<file path="config.mk">
export PLATFORM = sky130hd
export DESIGN_NAME = raycast_wall_texel_mapper_core
export DESIGN_NICKNAME = d
export VERILOG_FILES = /design/src/rtl/core/rwtm_pkg.sv /design/src/rtl/core/raycast_wall_texel_mapper_core.sv /design/src/rtl/core/rwtm_classify.sv /design/src/rtl/core/rwtm_numer.sv /design/src/rtl/core/rwtm_divider.sv /design/src/rtl/core/rwtm_offset.sv
export SDC_FILE = /design/constraint.sdc
export NUM_CORES = 2
export LEC_CHECK = 0
export ABC_AREA = 1
export BUFFER_PORTS_ARGS = -buffer_cell sky130_fd_sc_hd__buf_2
export CAP_MARGIN = 20
export CORE_UTILIZATION = 45
export DETAILED_ROUTE_END_ITERATION = 8
export GPL_TIMING_DRIVEN = 0
export MAX_ROUTING_LAYER = met4
export PLACE_DENSITY = 0.61
export SYNTH_ARGS = -nofsm -noshare
export SYNTH_HDL_FRONTEND = slang
export SYNTH_HIERARCHICAL = 1
export SYNTH_SLANG_ARGS = --single-unit
</file>
<file path="constraint.sdc">
create_clock -name clk -period 78.4 [get_ports clk]
set_input_delay 15.68 -clock clk [delete_from_list [all_inputs] [get_ports clk]]
set_output_delay 15.68 -clock clk [all_outputs]
set_load 0.1 [all_outputs]
</file>
<file path="src/rtl/core/rwtm_pkg.sv">
// ----------------------------------------------------------------------------
// rwtm_pkg: shared types and constants for the wall texel mapper
// Word formats, configuration register indexes and divider sizes.
// ----------------------------------------------------------------------------
package rwtm_pkg;

  // The row lane divides 2n+h by 2h with a restoring divider. The column lane
  // divides (tw-1)f+5000 by 10000 through a reciprocal multiply. Both
  // quotients stay below 2^QW.
  localparam int ROW_NW = 27;
  localparam int ROW_DW = 17;
  localparam int COL_NW = 24;
  localparam int QW     = 11;

  // 10000 is 16 times 625; the reciprocal of 625 scaled by 2^30, rounded up,
  // is exact for every dividend the column lane can see.
  localparam int                     COL_RECIP_W = 21;
  localparam logic [COL_RECIP_W-1:0] COL_RECIP   = 21'd1717987;
  localparam int                     COL_SHIFT   = 30;

  localparam logic [1:0] KIND_CEILING = 2'd0;
  localparam logic [1:0] KIND_FLOOR   = 2'd1;
  localparam logic [1:0] KIND_WALL    = 2'd2;

  localparam logic [2:0] REG_SCREEN_HEIGHT   = 3'd0;
  localparam logic [2:0] REG_CEILING_COLOR   = 3'd1;
  localparam logic [2:0] REG_FLOOR_COLOR     = 3'd2;
  localparam logic [2:0] REG_TEXTURE_WIDTHS  = 3'd3;
  localparam logic [2:0] REG_TEXTURE_HEIGHTS = 3'd4;

  localparam logic [12:0] SCREEN_HEIGHT_RESET = 13'd480;

  typedef struct packed {
    logic [11:0] pixel_row;
    logic [15:0] wall_height;
    logic [1:0]  texture_select;
    logic [13:0] hit_fraction;
  } in_word_t;

  typedef struct packed {
    logic [1:0]  pixel_kind;
    logic [23:0] fill_color;
    logic [1:0]  texel_texture;
    logic [9:0]  texel_row;
    logic [9:0]  texel_column;
    logic [19:0] texel_offset;
    logic        height_fault;
  } out_word_t;

  typedef struct packed {
    logic [12:0] screen_height;
    logic [23:0] ceiling_color;
    logic [23:0] floor_color;
    logic [43:0] texture_widths;
    logic [43:0] texture_heights;
  } cfg_regs_t;

  // Per-pixel attributes that ride alongside the arithmetic.
  typedef struct packed {
    logic [1:0]  kind;
    logic [23:0] fill;
    logic [1:0]  sel;
    logic        fault;
    logic [9:0]  thm1;
    logic [9:0]  twm1;
    logic [10:0] tw;
  } side_t;

  typedef struct packed {
    side_t       side;
    logic [15:0] rt;
    logic [15:0] h;
    logic [13:0] f;
  } cls_word_t;

  typedef struct packed {
    side_t             side;
    logic [ROW_NW-1:0] row_n;
    logic [ROW_DW-1:0] row_d;
    logic [COL_NW-1:0] col_n;
  } num_word_t;

  typedef struct packed {
    side_t         side;
    logic [QW-1:0] row_q;
    logic [QW-1:0] col_q;
  } div_word_t;

endpackage

</file>
<file path="src/rtl/core/raycast_wall_texel_mapper_core.sv">
// Each word passes the classify, numerator, divider, multiply and result registers.
// Throughput: one word per cycle; the 11-stage restoring divider for the texel row
// sets the depth, and every stage takes a new word each cycle.
// A stall at the output freezes the whole pipeline in place.
// Reset clears all stage valid bits and loads the register defaults
// (screen height 480, colors and texture sizes zero).
// ----------------------------------------------------------------------------
// raycast_wall_texel_mapper_core: pixel to ceiling, floor or texel mapper
// Holds the configuration registers and chains the pipeline stages.
// ----------------------------------------------------------------------------
module raycast_wall_texel_mapper_core #(
  parameter int TEXTURE_COUNT = 4
) (
  input  logic                 clk,
  input  logic                 rst,
  input  logic                 cfg_we,
  input  logic [2:0]           cfg_index,
  input  logic [43:0]          cfg_data,
  input  logic                 in_valid,
  output logic                 in_ready,
  input  rwtm_pkg::in_word_t   in_word,
  output logic                 out_valid,
  input  logic                 out_ready,
  output rwtm_pkg::out_word_t  out_word
);

  rwtm_pkg::cfg_regs_t cfg;
  logic                en;
  logic                cls_valid;
  rwtm_pkg::cls_word_t cls_word;
  logic                num_valid;
  rwtm_pkg::num_word_t num_word;
  logic                div_valid;
  rwtm_pkg::div_word_t div_word;

  always_ff @(posedge clk) begin
    if (rst) begin
      cfg.screen_height   <= rwtm_pkg::SCREEN_HEIGHT_RESET;
      cfg.ceiling_color   <= 24'd0;
      cfg.floor_color     <= 24'd0;
      cfg.texture_widths  <= 44'd0;
      cfg.texture_heights <= 44'd0;
    end else if (cfg_we) begin
      unique case (cfg_index)
        rwtm_pkg::REG_SCREEN_HEIGHT:   cfg.screen_height   <= cfg_data[12:0];
        rwtm_pkg::REG_CEILING_COLOR:   cfg.ceiling_color   <= cfg_data[23:0];
        rwtm_pkg::REG_FLOOR_COLOR:     cfg.floor_color     <= cfg_data[23:0];
        rwtm_pkg::REG_TEXTURE_WIDTHS:  cfg.texture_widths  <= cfg_data;
        rwtm_pkg::REG_TEXTURE_HEIGHTS: cfg.texture_heights <= cfg_data;
        default: ;
      endcase
    end
  end

  // The pipeline moves whenever the result register is empty or being taken.
  assign en       = !out_valid || out_ready;
  assign in_ready = en;

  rwtm_classify #(
    .TEXTURE_COUNT (TEXTURE_COUNT)
  ) u_classify (
    .clk      (clk),
    .rst      (rst),
    .en       (en),
    .cfg      (cfg),
    .valid_in (in_valid),
    .word_in  (in_word),
    .valid    (cls_valid),
    .word     (cls_word)
  );

  rwtm_numer u_numer (
    .clk      (clk),
    .rst      (rst),
    .en       (en),
    .valid_in (cls_valid),
    .word_in  (cls_word),
    .valid    (num_valid),
    .word     (num_word)
  );

  rwtm_divider u_divider (
    .clk      (clk),
    .rst      (rst),
    .en       (en),
    .valid_in (num_valid),
    .word_in  (num_word),
    .valid    (div_valid),
    .word     (div_word)
  );

  rwtm_offset u_offset (
    .clk      (clk),
    .rst      (rst),
    .en       (en),
    .valid_in (div_valid),
    .word_in  (div_word),
    .valid    (out_valid),
    .word     (out_word)
  );

`ifndef NO_ASSERTIONS
  // A wall pixel lies within the slice, so the rounded quotients never pass the clamp.
  a_row_in_range: assert property (@(posedge clk) disable iff (rst)
    div_valid && div_word.side.kind == rwtm_pkg::KIND_WALL
      |-> div_word.row_q <= {1'b0, div_word.side.thm1})
    else $error("texel row quotient beyond texture height");

  a_col_in_range: assert property (@(posedge clk) disable iff (rst)
    div_valid && div_word.side.kind == rwtm_pkg::KIND_WALL
      |-> div_word.col_q <= {1'b0, div_word.side.twm1})
    else $error("texel column quotient beyond texture width");

  a_fault_row: assert property (@(posedge clk) disable iff (rst)
    out_valid && out_word.height_fault
      |-> out_word.pixel_kind == rwtm_pkg::KIND_WALL && out_word.texel_row == 10'd0)
    else $error("height fault on a non-wall pixel or with a nonzero row");

  a_fill_only_off_wall: assert property (@(posedge clk) disable iff (rst)
    out_valid && out_word.pixel_kind != rwtm_pkg::KIND_WALL
      |-> out_word.texel_offset == 20'd0 && out_word.texel_texture == 2'd0)
    else $error("texel fields set on a ceiling or floor pixel");
`endif

endmodule

</file>
<file path="src/rtl/core/rwtm_classify.sv">
// ----------------------------------------------------------------------------
// rwtm_classify: slice edges and pixel classification
// Finds the top and bottom edges, sorts the pixel into ceiling, floor or
// wall, and picks the texture dimensions and the snapped hit fraction.
// ----------------------------------------------------------------------------
module rwtm_classify #(
  parameter int TEXTURE_COUNT = 4
) (
  input  logic                 clk,
  input  logic                 rst,
  input  logic                 en,
  input  rwtm_pkg::cfg_regs_t  cfg,
  input  logic                 valid_in,
  input  rwtm_pkg::in_word_t   word_in,
  output logic                 valid,
  output rwtm_pkg::cls_word_t  word
);

  localparam logic [2:0] TEX_LIMIT = 3'(TEXTURE_COUNT);

  logic signed [17:0] diff;
  logic signed [17:0] diff_adj;
  logic signed [17:0] top;
  logic signed [17:0] row_s;
  logic signed [17:0] rt_s;
  logic [16:0]        sum;
  logic [15:0]        bottom;
  logic               is_ceil;
  logic               is_floor;
  logic               is_wall;
  logic [1:0]         sel_sat;
  logic [10:0]        tw_raw;
  logic [10:0]        th_raw;
  logic [10:0]        tw;
  logic [10:0]        th;
  logic [13:0]        f_snap;
  rwtm_pkg::cls_word_t word_next;

  always_comb begin
    diff     = $signed({5'd0, cfg.screen_height}) - $signed({2'd0, word_in.wall_height});
    // A negative difference is bumped so halving truncates toward zero.
    diff_adj = diff + $signed({17'd0, diff[17]});
    top      = diff_adj >>> 1;
    sum      = {4'd0, cfg.screen_height} + {1'b0, word_in.wall_height};
    bottom   = sum[16:1];
    row_s    = $signed({6'd0, word_in.pixel_row});
    rt_s     = row_s - top;
    is_ceil  = row_s < top;
    is_floor = !is_ceil && ({4'd0, word_in.pixel_row} > bottom);
    is_wall  = !is_ceil && !is_floor;

    sel_sat = ({1'b0, word_in.texture_select} >= TEX_LIMIT) ? 2'(TEX_LIMIT - 3'd1)
                                                             : word_in.texture_select;
    tw_raw  = cfg.texture_widths[11*sel_sat +: 11];
    th_raw  = cfg.texture_heights[11*sel_sat +: 11];
    tw      = (tw_raw > 11'd1024) ? 11'd1024 : tw_raw;
    th      = (th_raw > 11'd1024) ? 11'd1024 : th_raw;

    if (word_in.hit_fraction < 14'd100) begin
      f_snap = 14'd0;
    end else if (word_in.hit_fraction > 14'd9900) begin
      f_snap = 14'd10000;
    end else begin
      f_snap = word_in.hit_fraction;
    end

    word_next.side.kind  = is_ceil ? rwtm_pkg::KIND_CEILING :
                           is_floor ? rwtm_pkg::KIND_FLOOR : rwtm_pkg::KIND_WALL;
    word_next.side.fill  = is_ceil ? cfg.ceiling_color :
                           is_floor ? cfg.floor_color : 24'd0;
    word_next.side.sel   = is_wall ? sel_sat : 2'd0;
    word_next.side.fault = is_wall && (word_in.wall_height == 16'd0);
    word_next.side.thm1  = (th == 11'd0) ? 10'd0 : 10'(th - 11'd1);
    word_next.side.twm1  = (tw == 11'd0) ? 10'd0 : 10'(tw - 11'd1);
    word_next.side.tw    = tw;
    word_next.rt         = rt_s[15:0];
    word_next.h          = word_in.wall_height;
    word_next.f          = f_snap;
  end

  always_ff @(posedge clk) begin
    if (rst) begin
      valid <= 1'b0;
    end else if (en) begin
      valid <= valid_in;
    end
  end

  always_ff @(posedge clk) begin
    if (en) begin
      word <= word_next;
    end
  end

endmodule

</file>
<file path="src/rtl/core/rwtm_numer.sv">
// ----------------------------------------------------------------------------
// rwtm_numer: rounding numerators and divisors
// Multiplies the slice offset and hit fraction by the texture extents and
// forms the round-half-up dividends for both divider lanes.
// ----------------------------------------------------------------------------
module rwtm_numer (
  input  logic                 clk,
  input  logic                 rst,
  input  logic                 en,
  input  logic                 valid_in,
  input  rwtm_pkg::cls_word_t  word_in,
  output logic                 valid,
  output rwtm_pkg::num_word_t  word
);

  logic [25:0] row_prod;
  logic [23:0] col_prod;
  logic        row_live;
  rwtm_pkg::num_word_t word_next;

  always_comb begin
    row_prod = {16'd0, word_in.side.thm1} * {10'd0, word_in.rt};
    col_prod = {14'd0, word_in.side.twm1} * {10'd0, word_in.f};
    // A zero height or a non-wall pixel has a zero dividend, giving row zero.
    row_live = (word_in.side.kind == rwtm_pkg::KIND_WALL) && (word_in.h != 16'd0);

    word_next.side  = word_in.side;
    word_next.row_n = row_live ? ({row_prod, 1'b0} + {11'd0, word_in.h}) : '0;
    word_next.row_d = (word_in.h != 16'd0) ? {word_in.h, 1'b0} : 17'd2;
    word_next.col_n = col_prod + 24'd5000;
  end

  always_ff @(posedge clk) begin
    if (rst) begin
      valid <= 1'b0;
    end else if (en) begin
      valid <= valid_in;
    end
  end

  always_ff @(posedge clk) begin
    if (en) begin
      word <= word_next;
    end
  end

endmodule

</file>
<file path="src/rtl/core/rwtm_divider.sv">
// ----------------------------------------------------------------------------
// rwtm_divider: pipelined restoring divider for the row, column alongside
// One row quotient bit per stage, most significant first, with a per-word
// divisor. The column quotient comes from a reciprocal multiply in the first
// stage and travels with the word.
// ----------------------------------------------------------------------------
module rwtm_divider (
  input  logic                 clk,
  input  logic                 rst,
  input  logic                 en,
  input  logic                 valid_in,
  input  rwtm_pkg::num_word_t  word_in,
  output logic                 valid,
  output rwtm_pkg::div_word_t  word
);

  localparam int QW     = rwtm_pkg::QW;
  localparam int ROW_NW = rwtm_pkg::ROW_NW;
  localparam int ROW_DW = rwtm_pkg::ROW_DW;
  localparam int COL_NW = rwtm_pkg::COL_NW;
  localparam int RW     = rwtm_pkg::COL_RECIP_W;
  localparam int PW     = COL_NW - 4 + RW;

  // The last stage keeps no remainder or divisor, so these arrays are one short.
  logic [ROW_NW-1:0]     rem_row [QW-1];
  logic [ROW_DW-1:0]     div_row [QW-1];
  logic [QW-1:0]         quo_row [QW];
  logic [QW-1:0]         quo_col [QW];
  rwtm_pkg::side_t       side    [QW];
  logic [QW-1:0]         vld;
  logic [PW-1:0]         col_scaled;
  logic [QW-1:0]         col_quo;

  // Dividing by 10000 drops the low four bits and then divides by 625.
  always_comb begin
    col_scaled = {{RW{1'b0}}, word_in.col_n[COL_NW-1:4]}
                 * {{(COL_NW - 4){1'b0}}, rwtm_pkg::COL_RECIP};
    col_quo    = col_scaled[rwtm_pkg::COL_SHIFT +: QW];
  end

  for (genvar s = 0; s < QW; s++) begin : g_stage
    localparam int SH = QW - 1 - s;

    logic [ROW_NW-1:0] r_in;
    logic [ROW_DW-1:0] d_in;
    logic [QW-1:0]     qr_in;
    logic [QW-1:0]     qc_in;
    rwtm_pkg::side_t   sd_in;
    logic              v_in;
    logic [ROW_NW:0]   dsh_row;
    logic              take_row;
    logic [ROW_NW-1:0] r_next;
    logic [QW-1:0]     qr_next;

    if (s == 0) begin : g_first
      assign r_in  = word_in.row_n;
      assign d_in  = word_in.row_d;
      assign qr_in = '0;
      assign qc_in = col_quo;
      assign sd_in = word_in.side;
      assign v_in  = valid_in;
    end else begin : g_rest
      assign r_in  = rem_row[s-1];
      assign d_in  = div_row[s-1];
      assign qr_in = quo_row[s-1];
      assign qc_in = quo_col[s-1];
      assign sd_in = side[s-1];
      assign v_in  = vld[s-1];
    end

    always_comb begin
      dsh_row  = {{(ROW_NW + 1 - ROW_DW){1'b0}}, d_in} << SH;
      take_row = {1'b0, r_in} >= dsh_row;
      r_next   = take_row ? (r_in - dsh_row[ROW_NW-1:0]) : r_in;
      qr_next     = qr_in;
      qr_next[SH] = take_row;
    end

    always_ff @(posedge clk) begin
      if (rst) begin
        vld[s] <= 1'b0;
      end else if (en) begin
        vld[s] <= v_in;
      end
    end

    always_ff @(posedge clk) begin
      if (en) begin
        quo_row[s] <= qr_next;
        quo_col[s] <= qc_in;
        side[s]    <= sd_in;
      end
    end

    if (s < QW - 1) begin : g_keep
      always_ff @(posedge clk) begin
        if (en) begin
          rem_row[s] <= r_next;
          div_row[s] <= d_in;
        end
      end
    end
  end

  assign valid      = vld[QW-1];
  assign word.side  = side[QW-1];
  assign word.row_q = quo_row[QW-1];
  assign word.col_q = quo_col[QW-1];

endmodule

</file>
<file path="src/rtl/core/rwtm_offset.sv">
// ----------------------------------------------------------------------------
// rwtm_offset: clamp, linear offset and result register
// Clamps the texel coordinates to the texture, multiplies the row by the
// width, then adds the column and builds the result word.
// ----------------------------------------------------------------------------
module rwtm_offset (
  input  logic                 clk,
  input  logic                 rst,
  input  logic                 en,
  input  logic                 valid_in,
  input  rwtm_pkg::div_word_t  word_in,
  output logic                 valid,
  output rwtm_pkg::out_word_t  word
);

  logic [9:0]      row_c;
  logic [9:0]      col_c;
  logic            mul_valid;
  rwtm_pkg::side_t mul_side;
  logic [9:0]      mul_row;
  logic [9:0]      mul_col;
  logic [20:0]     mul_prod;
  logic            is_wall;
  rwtm_pkg::out_word_t word_next;

  always_comb begin
    row_c = (word_in.row_q > {1'b0, word_in.side.thm1}) ? word_in.side.thm1
                                                         : word_in.row_q[9:0];
    col_c = (word_in.col_q > {1'b0, word_in.side.twm1}) ? word_in.side.twm1
                                                         : word_in.col_q[9:0];
  end

  always_ff @(posedge clk) begin
    if (rst) begin
      mul_valid <= 1'b0;
    end else if (en) begin
      mul_valid <= valid_in;
    end
  end

  always_ff @(posedge clk) begin
    if (en) begin
      mul_side <= word_in.side;
      mul_row  <= row_c;
      mul_col  <= col_c;
      mul_prod <= {11'd0, row_c} * {10'd0, word_in.side.tw};
    end
  end

  always_comb begin
    is_wall = (mul_side.kind == rwtm_pkg::KIND_WALL);
    word_next.pixel_kind    = mul_side.kind;
    word_next.fill_color    = mul_side.fill;
    word_next.texel_texture = mul_side.sel;
    word_next.texel_row     = is_wall ? mul_row : 10'd0;
    word_next.texel_column  = is_wall ? mul_col : 10'd0;
    word_next.texel_offset  = is_wall ? (mul_prod[19:0] + {10'd0, mul_col}) : 20'd0;
    word_next.height_fault  = mul_side.fault;
  end

  always_ff @(posedge clk) begin
    if (rst) begin
      valid <= 1'b0;
    end else if (en) begin
      valid <= mul_valid;
    end
  end

  always_ff @(posedge clk) begin
    if (en) begin
      word <= word_next;
    end
  end

endmodule

</file>
== After elaboration in Yosys (flattened, before gate mapping) ==
Memories as Yosys holds them, arrays and structs flattened.
Cells that the tools add are included.

* Register bits: 536
* RAM bits: 1342
* Bits of input ports: 96
* Output and inout port bits: 71
* Logic and storage cells: 151
* Memories: 5

{| class="wikitable"
|+ Memories
! memory !! words !! bits a word !! read ports !! clocked after Yosys merged registers in !! write ports !! line !! RTL
|-
| u_divider.side || 11 || 60 || 11 || 0 || 11 || rwtm_divider.sv:29 || <nowiki>rwtm_pkg::side_t side [QW];</nowiki>
|-
| u_divider.rem_row || 10 || 27 || 10 || 0 || 10 || rwtm_divider.sv:25 || <nowiki>logic [ROW_NW-1:0] rem_row [QW-1];</nowiki>
|-
| u_divider.div_row || 10 || 17 || 10 || 0 || 10 || rwtm_divider.sv:26 || <nowiki>logic [ROW_DW-1:0] div_row [QW-1];</nowiki>
|-
| u_divider.quo_col || 11 || 11 || 11 || 0 || 11 || rwtm_divider.sv:28 || <nowiki>logic [QW-1:0] quo_col [QW];</nowiki>
|-
| u_divider.quo_row || 11 || 11 || 11 || 0 || 11 || rwtm_divider.sv:27 || <nowiki>logic [QW-1:0] quo_row [QW];</nowiki>
|}

* Add/sub/neg operators: 19
* Multiply operators: 5
* Magnitude comparators: 19
* Equality and inequality tests: 6
* Shift-type cells: 2
* Multiplexer cells: 20
* Reduce and logical (&&, ||, !) cells: 19

{| class="wikitable"
|+ Operators by type and width
! cell !! count
|-
| 2-to-1 mux 27 bit || 10
|-
| variable part select 44 x 7 -> 11 bit || 2
|-
| 2-to-1 mux 24 bit || 2
|-
| multiplier 20 x 21 -> 41 bit (second input constant) || 1
|-
| adder 27 x 16 -> 27 bit || 1
|-
| >= comparator 27 x 17 -> 1 bit || 1
|-
| >= comparator 27 x 18 -> 1 bit || 1
|-
| >= comparator 27 x 19 -> 1 bit || 1
|-
| >= comparator 27 x 20 -> 1 bit || 1
|-
| >= comparator 27 x 21 -> 1 bit || 1
|-
| >= comparator 27 x 22 -> 1 bit || 1
|-
| >= comparator 27 x 23 -> 1 bit || 1
|-
| >= comparator 27 x 24 -> 1 bit || 1
|-
| >= comparator 27 x 25 -> 1 bit || 1
|-
| >= comparator 27 x 26 -> 1 bit || 1
|-
| >= comparator 27 bit || 1
|-
| subtractor 27 x 18 -> 27 bit || 1
|-
| subtractor 27 x 19 -> 27 bit || 1
|-
| subtractor 27 x 20 -> 27 bit || 1
|-
| subtractor 27 x 21 -> 27 bit || 1
|-
| subtractor 27 x 22 -> 27 bit || 1
|-
| subtractor 27 x 23 -> 27 bit || 1
|-
| subtractor 27 x 24 -> 27 bit || 1
|-
| subtractor 27 x 25 -> 27 bit || 1
|-
| other kinds (37) || 55
|}

== Longest topological paths before layout ==
* Depth after elaboration: 8
* Gate-level depth with buffers: 37
* Mapped depth without buffers: 35

== By module ==
Netlist, hierarchy kept.

{| class="wikitable"
|+ Modules (own cells, without submodules)
! module !! instances !! cells an instance !! area an instance (um^2) !! seq. area each (um^2)
|-
| rwtm_divider || 1 || 6016 || 64730.8 || 38867.3
|-
| rwtm_numer || 1 || 1823 || 15474.8 || 3833.7
|-
| rwtm_offset || 1 || 936 || 9550.4 || 4184.0
|-
| rwtm_classify || 1 || 1070 || 8448.1 || 3203.1
|-
| raycast_wall_texel_mapper_core || 1 || 867 || 6089.6 || 2982.9
|}

== Worst setup path after synthesis ==
Ideal clock, no wire load.

* Kind: input-to-output
* Start: input port out_ready
* End: output port in_ready
* Arrival: 51.267 ns
* Data required time: 62.720 ns
* Path slack: 11.453 ns
* Cell stages on the path: 2
* Buffers on the path: 0
* Cells stage by stage: inv_1 nand2_1

* Longest elaborated chain between the ends: 1

{| class="wikitable"
|+ RTL lines
! item !! line !! RTL
|-
| start, declared || raycast_wall_texel_mapper_core.sv:23 || <nowiki>input logic out_ready,</nowiki>
|-
| logical OR 1 bit || raycast_wall_texel_mapper_core.sv:56 || <nowiki>assign en = !out_valid || out_ready;</nowiki>
|-
| end, declared || raycast_wall_texel_mapper_core.sv:20 || <nowiki>output logic in_ready,</nowiki>
|}

No other way between the ends.

== Worst setup path after layout ==
Same ends and word-level chain as after synthesis.

==> qor.txt <==
Cts repair resizes = 0
Routed vias/inst = 4.94
Antenna violations before repair = 16
FILL cells = 21,100
GR Util met1 = 29.0%
Hold WC Path Type = register to register
IO Port Bufs = 165
Final ANT Viol Nets = 0
Nets = 12,300
Via count = 70,500
Syn nets = 11,900
Clk_lat worst skew = 0.83 ns
Status = finished, final reports clean
Worst EP arrival = 17.92 ns
Mapped Area = 0.104 mm2
Starting Density = 45.3%
Synth-to-Final Area Change = 11.1%
Final hold violations = 0
Largest net degree at the start of global routing = 77
Final-report max-slew violation count = 0
GRT busiest layer = met2
Layout cells sized above 1 = 7.51%
R2R Setup Slk = 70.83 ns
Fmax = 29.8 MHz
Num CTS Buffers = 187
Top cell by count, worst path = buf_16
FF-to-FF End = u_numer/word[62]
Ys Warns = 6
Placer Congestion = 0.932
# IOs = 167
CTS tree = built
Hold slack = 0.379 ns
Startpoint types = primary input
First-pass GRT wire length = 394,000 um
DRC Markers = 0
Grt ovf = 0
Cell row count = 176
Total core area = 0.230 mm2
Pre-antenna DRT Iters = 6
Fin worst setup slack = 44.80 ns
CTS Sinks = 1,818
Crit path cell chain = buf_2 -> inv_1 -> nand2_4 -> buf_16 -> buf_16 -> buf_16 -> buf_16 -> buf_2
Max-slew headroom at the worst pin = 32.2%
Initial DRC count = 4,526
Per-cell routed wire length = 17.6 um
Final wirelength = 251,000 um
Worst hold endpoint = u_divider/quo_col[2][2]
DP Wirelength = 201,000 um
Die W = 483 um
Die area = 0.233 mm2
Worst EP required = 62.72 ns
Vias in the first global route = 70,900
Crit-path max FO = 69
MaxCap Viol Count = 0
Synth Instances = 10,700
CP Class = primary input to output port
CTS root buf = clkbuf_16
Period utilisation layout = 42.9%
H-tree Lvls = 4
Worst-path clk slew = 0.06 ns
Slowest CP cell = buf_2
RSZ-0062 raised after global routing = no
Gr usage total = 22.2%
Worst Skew = 0.0444 ns
Chip height = 483 um
Min-delay src = u_divider/quo_col[1][2]
Post-CTS Setup Bufs = 0
Layout Utilization = 50.3%
Hold Buf Count CTS = 0
Biggest cell delay along the critical path = 0.50 ns
Finish-stage setup viols = 0
Worst Setup End Kind = output port
Slew of the pin with the lowest slew margin = 1.02 ns
Syn avg cell area = 9.73 um2
Met2 global-route usage = 35.9%
Clock Tree Buf Depth = 3
Worst r2r src = u_classify/word[70]
Met3 global-route usage = 2.44%
Hold path depth = 0
Place WS = 44.77 ns
Post-route minimum period = 33.60 ns
Worst Reg2Reg Path Length in Cells = 33
## worst max-delay path by stage
stage	start	end	slack (ns)	cells after the start
final	out_ready	in_ready	44.80	8
after global routing	out_ready	in_ready	44.62	8
after CTS	out_ready	in_ready	44.76	8
after detailed placement	out_ready	in_ready	44.77	8
after global placement	out_ready	in_ready	-5.25	4
after floorplan	out_ready	in_ready	11.54	2
## area by class of cell
class	count	area (um2)	area share, %
Antenna cell	9	22.5	0.0195
Buffer	212	1250	1.08
Clock buffer	237	5010	4.33
Clock inverter	110	1150	0.991
Inverter	1937	7290	6.30
Multi-Input combinational cell	6739	42700	36.9
Sequential cell	1818	53000	45.8
Tap cell	3026	3790	3.27
Timing Repair Buffer	192	1540	1.33
## layout by cell type (no fill, tap or decap), types with 12 or more instances in the layout
cell	n
bufinv_16	12
o21ai_1	17
nor2_1	933
nand2_4	18
nor2_2	29
nor3_1	64
nand3_1	545
buf_1	13
clkinv_1	34
clkbuf_1	137
buf_6	34
xor2_1	146
nand2_1	2907
o21a_1	15
inv_1	1881
buf_16	25
nand2_2	59
nand3_2	29
edfxtp_1	1654
clkbuf_16	192
nand3b_1	46
o21bai_1	22
nor4_1	15
buf_4	23
o21ai_0	137
buf_2	208
a21oi_1	329
a21o_1	14
nor2_4	17
inv_2	43
dfxtp_1	164
nand4_1	120
ha_1	658
fa_1	447
a21oi_2	24
clkinv_2	30
xnor2_1	44
## flip-flops by register name, summed over array words and instances (netlist names), 10 cells and up
| signal | count |
|---|---|
| u_offset/mul_prod | 20 |
| u_offset/mul_side | 29 |
| u_divider/g_stage.v_in | 10 |
| u_divider/div_row | 170 |
| u_divider/quo_row | 66 |
| u_offset/mul_col | 10 |
| u_offset/word | 69 |
| u_divider/side | 660 |
| u_divider/quo_col | 121 |
| u_divider/rem_row | 270 |
| u_classify/word | 106 |
| cfg | 149 |
| u_numer/word | 123 |
| u_offset/mul_row | 10 |
## metal layers
| metal | wire [um] | vias up |
|---|---|---|
| met2 | 118000 | 1528 |
| met4 | 8900 | 0 |
| met3 | 9840 | 419 |
| met5 | 0 | - |
| li1 | - | 35100 |
| met1 | 115000 | 33500 |
## worst max-delay path, delay by kind of cell
| family | cells | cell delay (ns) |
|---|---|---|
| simple gates | 1 | 0.13 |
| buf+inv | 7 | 1.95 |
## through the flow
stage	instances	area [um2]	TNS [ns]
after global placement	13900	109000	-5.25
after CTS	14300	116000	0
after floorplan	10700	104000	0
after detailed placement	13900	110000	0
final	14300	116000	0
after global routing	14300	116000	0
Power is not shown: default switching activity piles up to over one toggle a cycle in this logic, so the estimate is an artifact.
